<file path="config.mk">
export PLATFORM = sky130hd
export DESIGN_NAME = bmp24_to_framebuffer_blit
export DESIGN_NICKNAME = d
export VERILOG_FILES = /design/src/rtl/bmpblit_pkg.sv /design/src/rtl/bmp24_to_framebuffer_blit.sv /design/src/rtl/bmpblit_front.sv /design/src/rtl/bmpblit_pxq.sv /design/src/rtl/bmpblit_back.sv
export VERILOG_INCLUDE_DIRS = /design/src /design/src/rtl
export SDC_FILE = /design/constraint.sdc
export NUM_CORES = 1
export LEC_CHECK = 0
export ABC_AREA = 1
export BUFFER_PORTS_ARGS = -buffer_cell sky130_fd_sc_hd__buf_2
export CAP_MARGIN = 20
export CORE_ASPECT_RATIO = 1.4
export CORE_MARGIN = 3
export CORE_UTILIZATION = 35
export DETAILED_ROUTE_END_ITERATION = 8
export GPL_TIMING_DRIVEN = 0
export PLACE_DENSITY = 0.54
export SETUP_SLACK_MARGIN = 0.3
export SLEW_MARGIN = 0
export SYNTH_ARGS = -nofsm -noshare
export SYNTH_HDL_FRONTEND = slang
export SYNTH_HIERARCHICAL = 1
export SYNTH_SLANG_ARGS = --single-unit
</file>
<file path="constraint.sdc">
create_clock -name i_clk -period 7 [get_ports i_clk]
set_clock_uncertainty 0.15 [all_clocks]
set_input_delay 1.05 -clock i_clk [delete_from_list [all_inputs] [get_ports i_clk]]
set_output_delay 1.05 -clock i_clk [all_outputs]
set_load 0.02 [all_outputs]
</file>
<file path="src/rtl/assert_macros.svh">
// Assertion macros shared by the blitter RTL files
`ifndef ASSERT_MACROS_SVH
`define ASSERT_MACROS_SVH

// Check a property on every clock edge outside reset
`define BLIT_ASSERT(label, prop, msg) \
    label: assert property (@(posedge i_clk) disable iff (!i_rst_n) (prop)) else $error(msg);

// Check that a condition leads to a result on the next clock edge
`define BLIT_ASSERT_NEXT(label, ante, cons, msg) \
    label: assert property (@(posedge i_clk) disable iff (!i_rst_n) (ante) |=> (cons)) \
        else $error(msg);

`endif

</file>
<file path="src/rtl/bmpblit_pkg.sv">
// Shared types and constants of the BMP framebuffer blitter
package bmpblit_pkg;

    localparam int SCREEN_W      = 800;
    localparam int SCREEN_H      = 480;
    localparam int MAX_IMAGE_DIM = 4096;

    // Widths of an on-screen column and row
    localparam int SX_W = $clog2(SCREEN_W + 1);
    localparam int SY_W = $clog2(SCREEN_H + 1);

    // Fixed field widths
    localparam int DIM_W   = 13;
    localparam int CNT_W   = 12;
    localparam int COLOR_W = 24;
    localparam int ADDR_W  = 19;

    // Depth of the pixel queue and of the output buffer (power of two)
    localparam int QDEPTH = 2;
    localparam int QPTR_W = $clog2(QDEPTH);
    localparam int QCNT_W = $clog2(QDEPTH + 1);

    // Configuration register indexes
    typedef enum logic [1:0] {
        CFG_DEST_X       = 2'd0,
        CFG_DEST_Y       = 2'd1,
        CFG_IMAGE_WIDTH  = 2'd2,
        CFG_IMAGE_HEIGHT = 2'd3
    } t_cfg_idx;

    // Clamped configuration seen by the datapath
    typedef struct packed {
        logic signed [DIM_W-1:0] dest_x;
        logic signed [DIM_W-1:0] dest_y;
        logic [DIM_W-1:0]        width;
        logic [DIM_W-1:0]        height;
    } t_cfg;

    // One assembled pixel with its stored position
    typedef struct packed {
        logic [COLOR_W-1:0] color;
        logic [CNT_W-1:0]   col;
        logic [CNT_W-1:0]   row;
        logic               last;
    } t_pix;

    // One framebuffer write
    typedef struct packed {
        logic [ADDR_W-1:0]  addr;
        logic [COLOR_W-1:0] color;
        logic               on_screen;
        logic               last;
    } t_res;

    // Force an image dimension into 1..MAX_IMAGE_DIM
    function automatic logic [DIM_W-1:0] clamp_dim(input logic [DIM_W-1:0] v);
        logic [DIM_W-1:0] r;
        begin
            if (v == '0) begin
                r = DIM_W'(1);
            end else if (v > DIM_W'(MAX_IMAGE_DIM)) begin
                r = DIM_W'(MAX_IMAGE_DIM);
            end else begin
                r = v;
            end
            return r;
        end
    endfunction

endpackage

</file>
<file path="src/rtl/bmp24_to_framebuffer_blit.sv">
// Top level of the 24-bit bottom-up BMP to framebuffer blitter
// Takes the pixel-array bytes of a 24-bit bottom-up BMP, padding included, at
// one byte per cycle while full is low, and gives one framebuffer write per
// three data bytes: word address, 0xRRGGBB color, an on-screen flag
// (off-screen pixels carry address 0) and a flag on the image's last pixel.
// A pixel result is registered in the pixel queue and then in the output
// buffer before it reaches the output ports. The byte assembler feeds a
// two-entry pixel queue, and the address stage (one constant multiply)
// fills a two-entry output buffer; full rises only when both have filled under
// a stalled pop. Width and height written as 0 act as 1, above 4096 as 4096.
// Configuration must be written only while no image is in flight; the block
// itself does not enforce this. There is no clearing pass after reset.
module bmp24_to_framebuffer_blit
    import bmpblit_pkg::*;
(
    input  logic               i_clk,
    input  logic               i_rst_n,
    input  logic               i_cfg_wr_en,
    input  logic [1:0]         i_cfg_index,
    input  logic [DIM_W-1:0]   i_cfg_data,
    input  logic               push,
    output logic               full,
    input  logic [7:0]         i_pixel_byte,
    output logic               empty,
    input  logic               pop,
    output logic [ADDR_W-1:0]  o_pixel_address,
    output logic [COLOR_W-1:0] o_pixel_color,
    output logic               o_on_screen,
    output logic               o_last_pixel
);

    logic signed [DIM_W-1:0] r_dest_x;
    logic signed [DIM_W-1:0] r_dest_y;
    logic [DIM_W-1:0]        r_width;
    logic [DIM_W-1:0]        r_height;

    t_cfg cfg;
    logic px_valid;
    t_pix px_in;
    logic px_full;
    logic px_empty;
    t_pix px_out;
    logic px_pop;
    t_res res;

    // Write configuration registers
    always_ff @(posedge i_clk) begin
        if (!i_rst_n) begin
            r_dest_x <= '0;
            r_dest_y <= '0;
            r_width  <= DIM_W'(1);
            r_height <= DIM_W'(1);
        end else if (i_cfg_wr_en) begin
            unique case (t_cfg_idx'(i_cfg_index))
                CFG_DEST_X:       r_dest_x <= $signed(i_cfg_data);
                CFG_DEST_Y:       r_dest_y <= $signed(i_cfg_data);
                CFG_IMAGE_WIDTH:  r_width  <= i_cfg_data;
                CFG_IMAGE_HEIGHT: r_height <= i_cfg_data;
                default: ;
            endcase
        end
    end

    // Clamp image size
    assign cfg.dest_x = r_dest_x;
    assign cfg.dest_y = r_dest_y;
    assign cfg.width  = clamp_dim(r_width);
    assign cfg.height = clamp_dim(r_height);

    assign full = px_full;

    bmpblit_front u_front (
        .i_clk      (i_clk),
        .i_rst_n    (i_rst_n),
        .i_cfg      (cfg),
        .i_push     (push),
        .i_byte     (i_pixel_byte),
        .i_px_full  (px_full),
        .o_px_valid (px_valid),
        .o_px       (px_in)
    );

    bmpblit_pxq u_pxq (
        .i_clk   (i_clk),
        .i_rst_n (i_rst_n),
        .i_push  (px_valid),
        .i_data  (px_in),
        .i_pop   (px_pop),
        .o_full  (px_full),
        .o_empty (px_empty),
        .o_data  (px_out)
    );

    bmpblit_back u_back (
        .i_clk      (i_clk),
        .i_rst_n    (i_rst_n),
        .i_cfg      (cfg),
        .i_px_empty (px_empty),
        .i_px       (px_out),
        .o_px_pop   (px_pop),
        .i_pop      (pop),
        .o_empty    (empty),
        .o_res      (res)
    );

    assign o_pixel_address = res.addr;
    assign o_pixel_color   = res.color;
    assign o_on_screen     = res.on_screen;
    assign o_last_pixel    = res.last;

endmodule

</file>
<file path="src/rtl/bmpblit_front.sv">
// Byte assembler and row/column counters of the blitter
module bmpblit_front
    import bmpblit_pkg::*;
(
    input  logic       i_clk,
    input  logic       i_rst_n,
    input  t_cfg       i_cfg,
    input  logic       i_push,
    input  logic [7:0] i_byte,
    input  logic       i_px_full,
    output logic       o_px_valid,
    output t_pix       o_px
);

    logic [1:0]       r_phase, n_phase;
    logic [15:0]      r_partial, n_partial;
    logic [CNT_W-1:0] r_col, n_col;
    logic [CNT_W-1:0] r_row, n_row;
    logic [1:0]       r_pad, n_pad;

    logic             accept;
    logic             end_row;
    logic             end_img;
    logic [1:0]       w3_mod4;

    assign accept  = i_push && !i_px_full;
    assign end_row = ({1'b0, r_col} + DIM_W'(1)) >= i_cfg.width;
    assign end_img = end_row && (({1'b0, r_row} + DIM_W'(1)) >= i_cfg.height);
    // 3*width mod 4 from the two low bits of width
    assign w3_mod4 = i_cfg.width[1:0] + {i_cfg.width[0], 1'b0};

    // Emit a pixel on the third data byte
    assign o_px_valid = accept && (r_phase == 2'd2);
    assign o_px.color = {i_byte, r_partial};
    assign o_px.col   = r_col;
    assign o_px.row   = r_row;
    assign o_px.last  = end_img;

    // Step the byte phase, skip padding, advance counters
    always_comb begin
        n_phase   = r_phase;
        n_partial = r_partial;
        n_col     = r_col;
        n_row     = r_row;
        n_pad     = r_pad;
        if (accept) begin
            if (r_phase == 2'd0 && r_pad != 2'd0) begin
                n_pad = r_pad - 2'd1;
            end else if (r_phase == 2'd0) begin
                n_partial = {8'd0, i_byte};
                n_phase   = 2'd1;
            end else if (r_phase == 2'd1) begin
                n_partial = {i_byte, r_partial[7:0]};
                n_phase   = 2'd2;
            end else begin
                n_phase   = 2'd0;
                n_partial = '0;
                if (end_row) begin
                    n_col = '0;
                    n_pad = 2'd0 - w3_mod4;
                    n_row = end_img ? '0 : r_row + CNT_W'(1);
                end else begin
                    n_col = r_col + CNT_W'(1);
                end
            end
        end
    end

    always_ff @(posedge i_clk) begin
        if (!i_rst_n) begin
            r_phase   <= 2'd0;
            r_partial <= '0;
            r_col     <= '0;
            r_row     <= '0;
            r_pad     <= 2'd0;
        end else begin
            r_phase   <= n_phase;
            r_partial <= n_partial;
            r_col     <= n_col;
            r_row     <= n_row;
            r_pad     <= n_pad;
        end
    end

`include "assert_macros.svh"
    `BLIT_ASSERT(a_pad_only_between_pixels, (r_pad == 2'd0) || (r_phase == 2'd0), "padding mid-pixel")
    `BLIT_ASSERT_NEXT(a_pixel_closes_phase, o_px_valid, r_phase == 2'd0, "phase not closed")

endmodule

</file>
<file path="src/rtl/bmpblit_pxq.sv">
// Short pixel queue between the assembler and the address stage
module bmpblit_pxq
    import bmpblit_pkg::*;
(
    input  logic i_clk,
    input  logic i_rst_n,
    input  logic i_push,
    input  t_pix i_data,
    input  logic i_pop,
    output logic o_full,
    output logic o_empty,
    output t_pix o_data
);

    t_pix              r_mem [QDEPTH];
    logic [QPTR_W-1:0] r_wptr, r_rptr;
    logic [QCNT_W-1:0] r_cnt;

    logic do_push;
    logic do_pop;

    assign o_full  = (r_cnt == QCNT_W'(QDEPTH));
    assign o_empty = (r_cnt == '0);
    assign o_data  = r_mem[r_rptr];
    assign do_push = i_push && !o_full;
    assign do_pop  = i_pop && !o_empty;

    // Track pointers and fill level
    always_ff @(posedge i_clk) begin
        if (!i_rst_n) begin
            r_wptr <= '0;
            r_rptr <= '0;
            r_cnt  <= '0;
        end else begin
            if (do_push) begin
                r_wptr <= r_wptr + QPTR_W'(1);
            end
            if (do_pop) begin
                r_rptr <= r_rptr + QPTR_W'(1);
            end
            r_cnt <= r_cnt + QCNT_W'(do_push) - QCNT_W'(do_pop);
        end
    end

    // Store pixels
    always_ff @(posedge i_clk) begin
        if (do_push) begin
            r_mem[r_wptr] <= i_data;
        end
    end

`include "assert_macros.svh"
    `BLIT_ASSERT(a_pxq_level, r_cnt <= QCNT_W'(QDEPTH), "pixel queue overfilled")

endmodule

</file>
<file path="src/rtl/bmpblit_back.sv">
// Screen position, clipping, address and output buffer of the blitter
module bmpblit_back
    import bmpblit_pkg::*;
(
    input  logic i_clk,
    input  logic i_rst_n,
    input  t_cfg i_cfg,
    input  logic i_px_empty,
    input  t_pix i_px,
    output logic o_px_pop,
    input  logic i_pop,
    output logic o_empty,
    output t_res o_res
);

    t_res              r_buf [QDEPTH];
    logic [QPTR_W-1:0] r_wptr, r_rptr;
    logic [QCNT_W-1:0] r_cnt;

    logic signed [DIM_W:0]   sx;
    logic signed [DIM_W+1:0] sy;
    logic                    vis;
    logic [ADDR_W-1:0]       addr;
    t_res                    res;
    logic                    buf_full;
    logic                    do_pop;

    // Place the pixel on the screen, bottom-up rows flipped
    always_comb begin
        sx  = $signed({i_cfg.dest_x[DIM_W-1], i_cfg.dest_x})
            + $signed({2'b00, i_px.col});
        sy  = $signed({{2{i_cfg.dest_y[DIM_W-1]}}, i_cfg.dest_y})
            + $signed({2'b00, i_cfg.height})
            - $signed((DIM_W + 2)'(1))
            - $signed({3'b000, i_px.row});
        vis = (sx >= 0) && (sx < $signed((DIM_W + 1)'(SCREEN_W)))
           && (sy >= 0) && (sy < $signed((DIM_W + 2)'(SCREEN_H)));
        addr = ADDR_W'(sx[SX_W-1:0]) + ADDR_W'(sy[SY_W-1:0]) * ADDR_W'(SCREEN_W);
        res.addr      = vis ? addr : '0;
        res.color     = i_px.color;
        res.on_screen = vis;
        res.last      = i_px.last;
    end

    assign buf_full = (r_cnt == QCNT_W'(QDEPTH));
    assign o_px_pop = !i_px_empty && !buf_full;
    assign o_empty  = (r_cnt == '0);
    assign o_res    = r_buf[r_rptr];
    assign do_pop   = i_pop && !o_empty;

    // Track output buffer pointers and fill level
    always_ff @(posedge i_clk) begin
        if (!i_rst_n) begin
            r_wptr <= '0;
            r_rptr <= '0;
            r_cnt  <= '0;
        end else begin
            if (o_px_pop) begin
                r_wptr <= r_wptr + QPTR_W'(1);
            end
            if (do_pop) begin
                r_rptr <= r_rptr + QPTR_W'(1);
            end
            r_cnt <= r_cnt + QCNT_W'(o_px_pop) - QCNT_W'(do_pop);
        end
    end

    // Hold finished results
    always_ff @(posedge i_clk) begin
        if (o_px_pop) begin
            r_buf[r_wptr] <= res;
        end
    end

`include "assert_macros.svh"
    `BLIT_ASSERT(a_addr_in_screen, o_empty || !o_res.on_screen || (o_res.addr < ADDR_W'(SCREEN_W * SCREEN_H)), "visible address off screen")

endmodule

</file>
======== Word-level counts from Yosys, hierarchy flattened ========
Memories as Yosys holds them, arrays and structs flattened. A register that Yosys moved wholly into a read port is not among the register bits.
Cells that the tools add are included.
storage, ports and cells
  register bits after elaboration ......... 104
  memory bits (writable) .................. 188
  input bits .............................. 28
  output and inout bits ................... 47
  logic and storage cells ................. 115
  memories ................................ 2
memory list
  name          depth  bits a word  rd ports  clocked after Yosys merged registers in  write ports  line                RTL
  u_pxq.r_mem   2      49           1         1                                        1            bmpblit_pxq.sv:15   t_pix r_mem [QDEPTH];
  u_back.r_buf  2      45           1         1                                        1            bmpblit_back.sv:16  t_res r_buf [QDEPTH];
operators by class
  $add $sub $neg .......................... 20
  multipliers ............................. 1
  $lt $le $gt $ge ......................... 8
  equal/unequal tests ..................... 10
  mux-type cells .......................... 23
  bitwise operators ....................... 3
  reduce and logical (&&, ||, !) cells .... 32
operator list
  cell                     count
  $mux W13                 4
  $mux W16                 2
  $add A12 B1 Y13 const B  2
  $ge A13 B13 Y1           2
  $gt A13 B13 Y1 const B   2
  $logic_not A13 Y1        2
  $add A12 B1 Y12 const B  2
  $mux W12                 2
  $add A10 B19 Y19         1
  $mux W19                 1
  $add A13 B14 Y15         1
  $ge A15 B1 Y1 const B    1
  $lt A15 B10 Y1 const B   1
  $sub A15 B13 Y15         1
  $sub A15 B2 Y15 const B  1
  $add A13 B13 Y14         1
  $ge A14 B1 Y1 const B    1
  $lt A14 B11 Y1 const B   1
  $mul A9 B5 Y14 const B   1
  $mux W2                  6
  $logic_and A1 B1 Y1      11
  $eq A2 B2 Y1 const B     5
  $reduce_and A2 Y1        5
  $logic_not A2 Y1         4
  other kinds (16)         37

======== Depth between registers and ports, before layout ========
Gate-level depths: netlist (run 1).
  word-level depth ........................ 10
  mapped depth ............................ 38
  mapped depth without buffers ............ 38

======== Hierarchy ========
The synthesis (run 1) kept the hierarchy.
by module, submodules not included
  module                     instances  cells an instance  area an instance (µm²)  seq. area each (µm²)
  bmpblit_back               1          784                7,065.5                 2,802.7
  bmpblit_pxq                1          190                3,828.7                 3,042.9
  bmpblit_front              1          440                3,016.6                 880.8
  bmp24_to_framebuffer_blit  1          289                2,112.0                 1,041.0

======== Worst setup path before layout (run 1) ========
No wires, ideal clock.
  kind .................................... reg-to-reg
  start point ............................. reg r_height[6]
  end point ............................... mem u_back/r_buf[0][43] (netlist name), data pin
  setup time .............................. 254 ps
  arrival ................................. 4,948 ps
  data required time ...................... 6,596 ps
  slack ................................... 1,648 ps
  stages on the path, launching flop included .. 35
  buffers on the path ..................... 0
  clock period less this slack ............ 5,352 ps
  cells stage by stage .................... dfxtp_1 nor2_1 nand2_1 nor2_1 nand2_1 nand2_1 nand2_1 inv_1 inv_1 fa_1 inv_1 ha_1 inv_1 fa_1 inv_1 nand2_1 a21oi_1 xor2_1 ha_1 ha_1 inv_1 fa_1 inv_1 ha_1 nand2_1 inv_1 nand4_1 nand3_1 nand2_1 nand2_1 nand2_1 nor3_1 nand3_1 nand2_1 nor2_4
RTL lines
  item                    line                             RTL
  from (decl)             bmp24_to_framebuffer_blit.sv:35  logic [DIM_W-1:0] r_height;
  from (signal assigned)  bmp24_to_framebuffer_blit.sv:58  CFG_IMAGE_HEIGHT: r_height <= i_cfg_data;
  to (decl)               bmpblit_back.sv:16

==> impl_metrics.json, run 1 <==
{
  "status": "finished clean",
  "cts_buffers": 29,
  "hold_path_class": "flip-flop to flip-flop",
  "required_ps": 7170,
  "arrival_ps": 6250,
  "io_pins": 75,
  "fmax_mhz": 165,
  "dr.pass1.iters": 5,
  "netlist_top_cells_area": "edfxtp_1, dfxtp_1, nand2_1, ha_1, inv_1",
  "grt_max_degree": 32,
  "cts_root_buf": "clkbuf_16",
  "relSlewSlack_pct": 46.7,
  "vias": 11300,
  "die_y_um": 259,
  "yosysSeqAreaShare_pct": 48.5,
  "initial_core_util_pct": 35.5,
  "ir_drop_v": 0.000215,
  "power_density_nw_per_um2": 294,
  "area_growth_pct": 13.8,
  "p_int_w": 0.00347,
  "placed_area_um2": 17300,
  "wl_um": 35300,
  "setup_viol": 0,
  "period_share_pct": 86.8,
  "hp-start": "u_front/r_partial[7]$_SDFFE_PN0P_",
  "synth_nets": 1845,
  "ctsHoldBuffers": 0,
  "clkLatencyLatePin_ps": 580,
  "synthDominantCellAreaShare_pct": 35.2,
  "p_switching_w": 0.00190,
  "cp-end-kind": "flip-flop",
  "tightest_slew_ps": 798,
  "pwr-share-seq_pct": 35.4,
  "grt_overflow": 0,
  "drc": 0,
  "drtIter0Drc": 475,
  "drive_above_1_share_pct": 16.6,
  "ys_ff_latch": 294,
  "core_area_um2": 45100,
  "fp.dieW_um": 187,
  "antenna_found_initial": 0,
  "comb_power_share_pct": 35.2,
  "post-route-min-period_ps": 6070,
  "yosysTopAreaCell": "edfxtp_1",
  "htreeDepth": 1,
  "grt_pass1_wl_um": 56700,
  "wire_per_inst_um": 14.4,
  "fin_area_um2": 18200,
  "critPathSlowestCell": "fa_1",
  "power_frac_clock_pct": 29.4,
  "clkTransAtPathRegs_ps": 60,
  "yosys_warnings": 6,
  "max-cap-violations": 0,
  "cts_sinks": 294,
  "crit_top_cell": "nand2_1",
  "leakagePower_nw": 7.85,
  "portBuffers": 74,
  "cp_max_fo": 10,
  "routed_via_density": 4.62,
  "cts_tree": "yes",
  "cts_setup_buffers": 0,
  "dieArea_um2": 48400,
  "antenna_left": 0,
  "grt_setup_unrepaired": "false",
  "finalSetupTns_ps": 0,
  "regToRegStartpoint": "r_height[0]$_SDFFE_PN1P_",
  "drv_slew": 0,
  "clock_path_buffers": 3,
  "post_cts_resized": 0,
  "sw_frac_of_total_pct": 35.4,
  "setup.worst_path.start": "r_height[0]$_SDFFE_PN1P_",
  "grt.total_usage_pct": 14.4,
  "hold_viol_final": 0,
  "num_antenna_cells": 0,
  "cp_slowest_stage_delay_ps": 490,
  "synth_area_per_cell_um2": 9.41,
  "path_class": "flip-flop to flip-flop",
  "grt_pass1_vias": 11100,
  "rows": 92,
  "worst_setup_path_start_kind": "flip-flop",
  "gp_congestion": 0.876,
  "dp.final_hpwl_um": 27300,
  "synth.distinct_cells": 44,
  "fillers": 4520,
  "finalNetCount": 1954,
  "syn_area_um2": 16000,
  "synthCells": 1703
}
## final timing paths
kind              depth (start not counted)  slack, ps                       endpoint
setup / recovery                         34        930  u_back/r_buf[0][43]$_DFFE_PP_
hold reg to reg                           0        300   u_pxq/r_mem[1][32]$_DFFE_PP_
setup reg to reg                         34        930  u_back/r_buf[0][43]$_DFFE_PP_
hold / removal                            0        300   u_pxq/r_mem[1][32]$_DFFE_PP_
## critical path: cells and delay by family, from the launching register on
family / cells / cell delay (ps)
fa+ha+maj: 7 / 2470
buf+inv: 8 / 630
simple gates: 17 / 1690
compound gates: 1 / 300
xor+xnor: 1 / 260
flops: 1 / 330
## metrics by stage
step | total power [W] | hold WS [ps] | std cells | utilization, % | setup slack, ps
global route | 0.00575 | 313 | 2445 | 40.4 | 313
global placement | 0.00382 | 288 | 2388 | 38.0 | 307
detailed placement | 0.00384 | 285 | 2392 | 38.3 | 785
CTS | 0.00545 | 300 | 2445 | 40.4 | 766
finish | 0.00537 | 299 | 2445 | 40.4 | 925
floorplan | 0.00344 | 269 | 1703 | - | 1650
## cell families (layout without fill, tap and decap cells)
logic type	Yosys count	in the layout	share of synthesized area, %
AOI/OAI and AO/OA	179	179	5.88
xor gates and xnor gates	44	44	2.41
adders and majority gates	114	114	9.79
buffers and inverters	318	449	8.25
DFF	294	294	48.5
muxes	94	94	6.84
and+or+nand+nor	660	660	18.4
## layout by cell type, fill, tap and decap left out, types with 9 or more instances in the layout
master       n
nand2_1    326
inv_1      256
edfxtp_1   188
nor2_1     167
dfxtp_1    106
ha_1        95
a21oi_1     89
mux2_2      84
buf_2       80
nand3_1     79
o21ai_0     70
clkbuf_16   29
xor2_1      29
nand4_1     26
clkbuf_1    25
fa_1        19
nor2_4      18
buf_4       16
xnor2_1     14
inv_2       12
mux2_4      10
nor2_2       9
## cells in the mapped netlist (all sizes together)
master and count:
nand2 332, o21bai 2, inv 268, buf 28, a21oi 92, and2 3
nor2 195, nand4 26, o21ai 72, and3 2, mux2 94, a21boi 8
nor3 11, a21o 3, clkbuf 20, xnor2 14, dfxtp 106, nand3b 5
nand3 86, ha 95, fa 19, a31oi 2, edfxtp 188, xor2 30
clkinv 2
## power groups by stage
stage | Clock (W) | Sequential, W | Combinational [W]
2_1_floorplan | 0 | 0.00193 | 0.00151
3_3_place_gp | 0 | 0.00194 | 0.00188
3_5_place_dp | 0 | 0.00194 | 0.00190
4_1_cts | 0.00164 | 0.00190 | 0.00191
5_1_grt | 0.00170 | 0.00190 | 0.00215
6_report | 0.00158 | 0.00190 | 0.00189
## metal layers
| layer | up-vias | share of wire (%) | track usage (%) |
|---|---|---|---|
| met3 | 51 | 3.5 | 1.85 |
| met4 | 0 | 2.8 | 4.56 |
| li1 | 5807 | - | - |
| met1 | 5258 | 43 | 17.4 |
| met2 | 187 | 51 | 26.5 |
| met5 | - | 0 | 0 |
## registers in the layout (all words and copies together) (netlist names), 13 cells and up, named ones only
name	flops
u_back/r_buf	90
r_dest_y	13
u_front/r_partial	16
r_height	13
r_dest_x	13
u_pxq/r_mem	98
r_width	13
## area by class of cell
cell class | instances | area, um2 | share of cell area, %
Tap cell | 611 | 764 | 4.19
Timing Repair Buffer | 78 | 450 | 2.47
Inverter | 270 | 1010 | 5.56
Sequential cell | 294 | 7770 | 42.6
Buffer | 48 | 308 | 1.69
Multi-Input combinational cell | 1091 | 6960 | 38.2
Clock buffer | 36 | 762 | 4.18
Clock inverter | 17 | 206 | 1.13
No activity file was read; power rests on OpenSTA's default activity.
==> run 2, diff against run 1 <==
Settings changed: CORE_ASPECT_RATIO 1.4 to 2, MAX_ROUTING_LAYER from default to met4.
==> impl_metrics.json, run 2 (same netlist as run 1, synthesis figures left out) <==
{
  "status": "finished clean",
  "dieArea_um2": 48500,
  "area_growth_pct": 12.7,
  "dr.pass1.iters": 6,
  "tightest_slew_ps": 852,
  "cts_root_buf": "clkbuf_16",
  "drtIter0Drc": 537,
  "largest_reg_flops": 98,
  "reg.largest.list": "u_pxq/r_mem (98), u_back/r_buf (90), u_front/r_partial (16)",
  "clock_path_buffers": 3,
  "htreeDepth": 1,
  "cts_buffers": 26,
  "arrival_ps": 6240,
  "drv_slew": 0,
  "drive_above_1_share_pct": 16.5,
  "fmax_mhz": 164,
  "multi_input_area_um2": 6980,
  "dp.final_hpwl_um": 30700,
  "power_density_nw_per_um2": 291,
  "grt_max_degree": 35,
  "ctsHoldBuffers": 0,
  "grt.total_usage_pct": 16.2,
  "cp_slowest_stage_delay_ps": 490,
  "largest_register": "u_pxq/r_mem",
  "antenna_left": 0,
  "grt_pass1_wl_um": 59900,
  "cp-end-kind": "flip-flop",
  "cts_sinks": 294,
  "routed_via_density": 4.78,
  "period_share_pct": 86.9,
  "hold_path_class": "flip-flop to flip-flop",
  "drc": 0,
  "grt_overflow": 0,
  "final_common_cell": "nand2_1",
  "setup_viol": 0,
  "path_class": "flip-flop to flip-flop",
  "fp.dieW_um": 157,
  "die_y_um": 309,
  "max-cap-violations": 0,
  "grt_setup_unrepaired": "false",
  "hold_viol_final": 0,
  "portBuffers": 74,
  "rows": 110,
  "wl_um": 38200,
  "antenna_found_initial": 0,
  "required_ps": 7150,
  "regArea_um2": 7770,
  "wire_per_inst_um": 16.0,
  "gp_congestion": 0.897,
  "cp_max_fo": 10,
  "fillers": 4533,
  "critPathSlowestCell": "fa_1",
  "relSlewSlack_pct": 43.2,
  "grt_pass1_vias": 11700,
  "ir_drop_v": 0.000208,
  "crit_top_cell": "nand2_1",
  "vias": 11400,
  "timing.hold.ws_ps": 301,
  "clkLatencyLatePin_ps": 560,
  "post-route-min-period_ps": 6080,
  "finalSetupTns_ps": 0,
  "initial_core_util_pct": 35.5,
  "final_cell_mix": "nand2_1, inv_1, edfxtp_1, nor2_1, dfxtp_1",
  "place_ws_ps": 626,
  "io_pins": 75,
  "worst_slack_ps": 915,
  "clkTransAtPathRegs_ps": 60,
  "core_area_um2": 45100,
  "leakagePower_nw": 7.79,
  "worst_setup_path_start_kind": "flip-flop",
  "cts_tree": "yes",
  "finalNetCount": 1951,
  "num_antenna_cells": 0
}
## run 2: cell types whose count changed in the layout (fill, tap and decap cells not counted), sizes merged
cell / previous run / this run
clkinvlp: 1 / 2
clkinv: 12 / 8
bufinv: 4 / 1
inv: 270 / 271
## run 2: path summary, 6_finish.rpt
path,start,to,slack (ps),depth (start not counted)
max reg2reg,r_height[0]$_SDFFE_PN1P_,u_back/r_buf[1][44]$_DFFE_PP_,920,34
min reg2reg,u_front/r_partial[2]$_SDFFE_PN0P_,u_pxq/r_mem[0][27]$_DFFE_PP_,300,0
max,r_height[0]$_SDFFE_PN1P_,u_back/r_buf[1][44]$_DFFE_PP_,920,34
min,u_front/r_partial[2]$_SDFFE_PN0P_,u_pxq/r_mem[0][27]$_DFFE_PP_,300,0
## run 2: where the power goes
group	switching (W)	leakage, nW	internal, W
registers	0.0000253	2.60	0.00187
logic	0.00126	4.78	0.000672
clock network	0.000641	0.408	0.000782
total	0.00192	7.79	0.00333
## run 2: repair_timing
item / 4_1_cts / 5_1_grt
setup buffers: 0 / 0
endpoints found under the setup margin: 0 / 4
resized for setup: 0 / 4
## run 2: layout make-up
cell class / instances / area share [%]
Sequential cell: 294 / 43.0
Multi-Input combinational cell: 1091 / 38.6
Inverter: 270 / 5.61
Clock buffer: 36 / 4.09
Tap cell: 560 / 3.88
Timing Repair Buffer: 78 / 2.49
Buffer: 48 / 1.70
Clock inverter: 12 / 0.582
## run 2: layer usage
layer | wire length [um] | part of all wire [%] | GRT usage, % | vias up
li1 | - | - | - | 5800
met4 | 2180 | 5.7 | 8.20 | 0
met5 | 0 | 0 | - | -
met3 | 1100 | 2.9 | 1.20 | 100
met2 | 21700 | 57 | 32.2 | 232
met1 | 13200 | 35 | 15.1 | 5298
## run 2: critical path, delay by kind of cell (launching register included)
kind	cells	cell delay (ps)
fa+ha+maj	7	2450
xor+xnor	1	240
flops	1	340
compound gates	1	270
buf+inv	8	620
simple gates	17	1750
## run 2: per-stage QoR
step           instance area, um2  total power, W  instances  util [%]
2_1_floorplan               16000         0.00344       1703         -
4_1_cts                     18000         0.00530       2389      40.0
5_1_grt                     18100         0.00565       2389      40.0
3_3_place_gp                17100         0.00384       2337      37.9
6_report                    18100         0.00525       2389      40.0
3_5_place_dp                17200         0.00386       2341      38.1
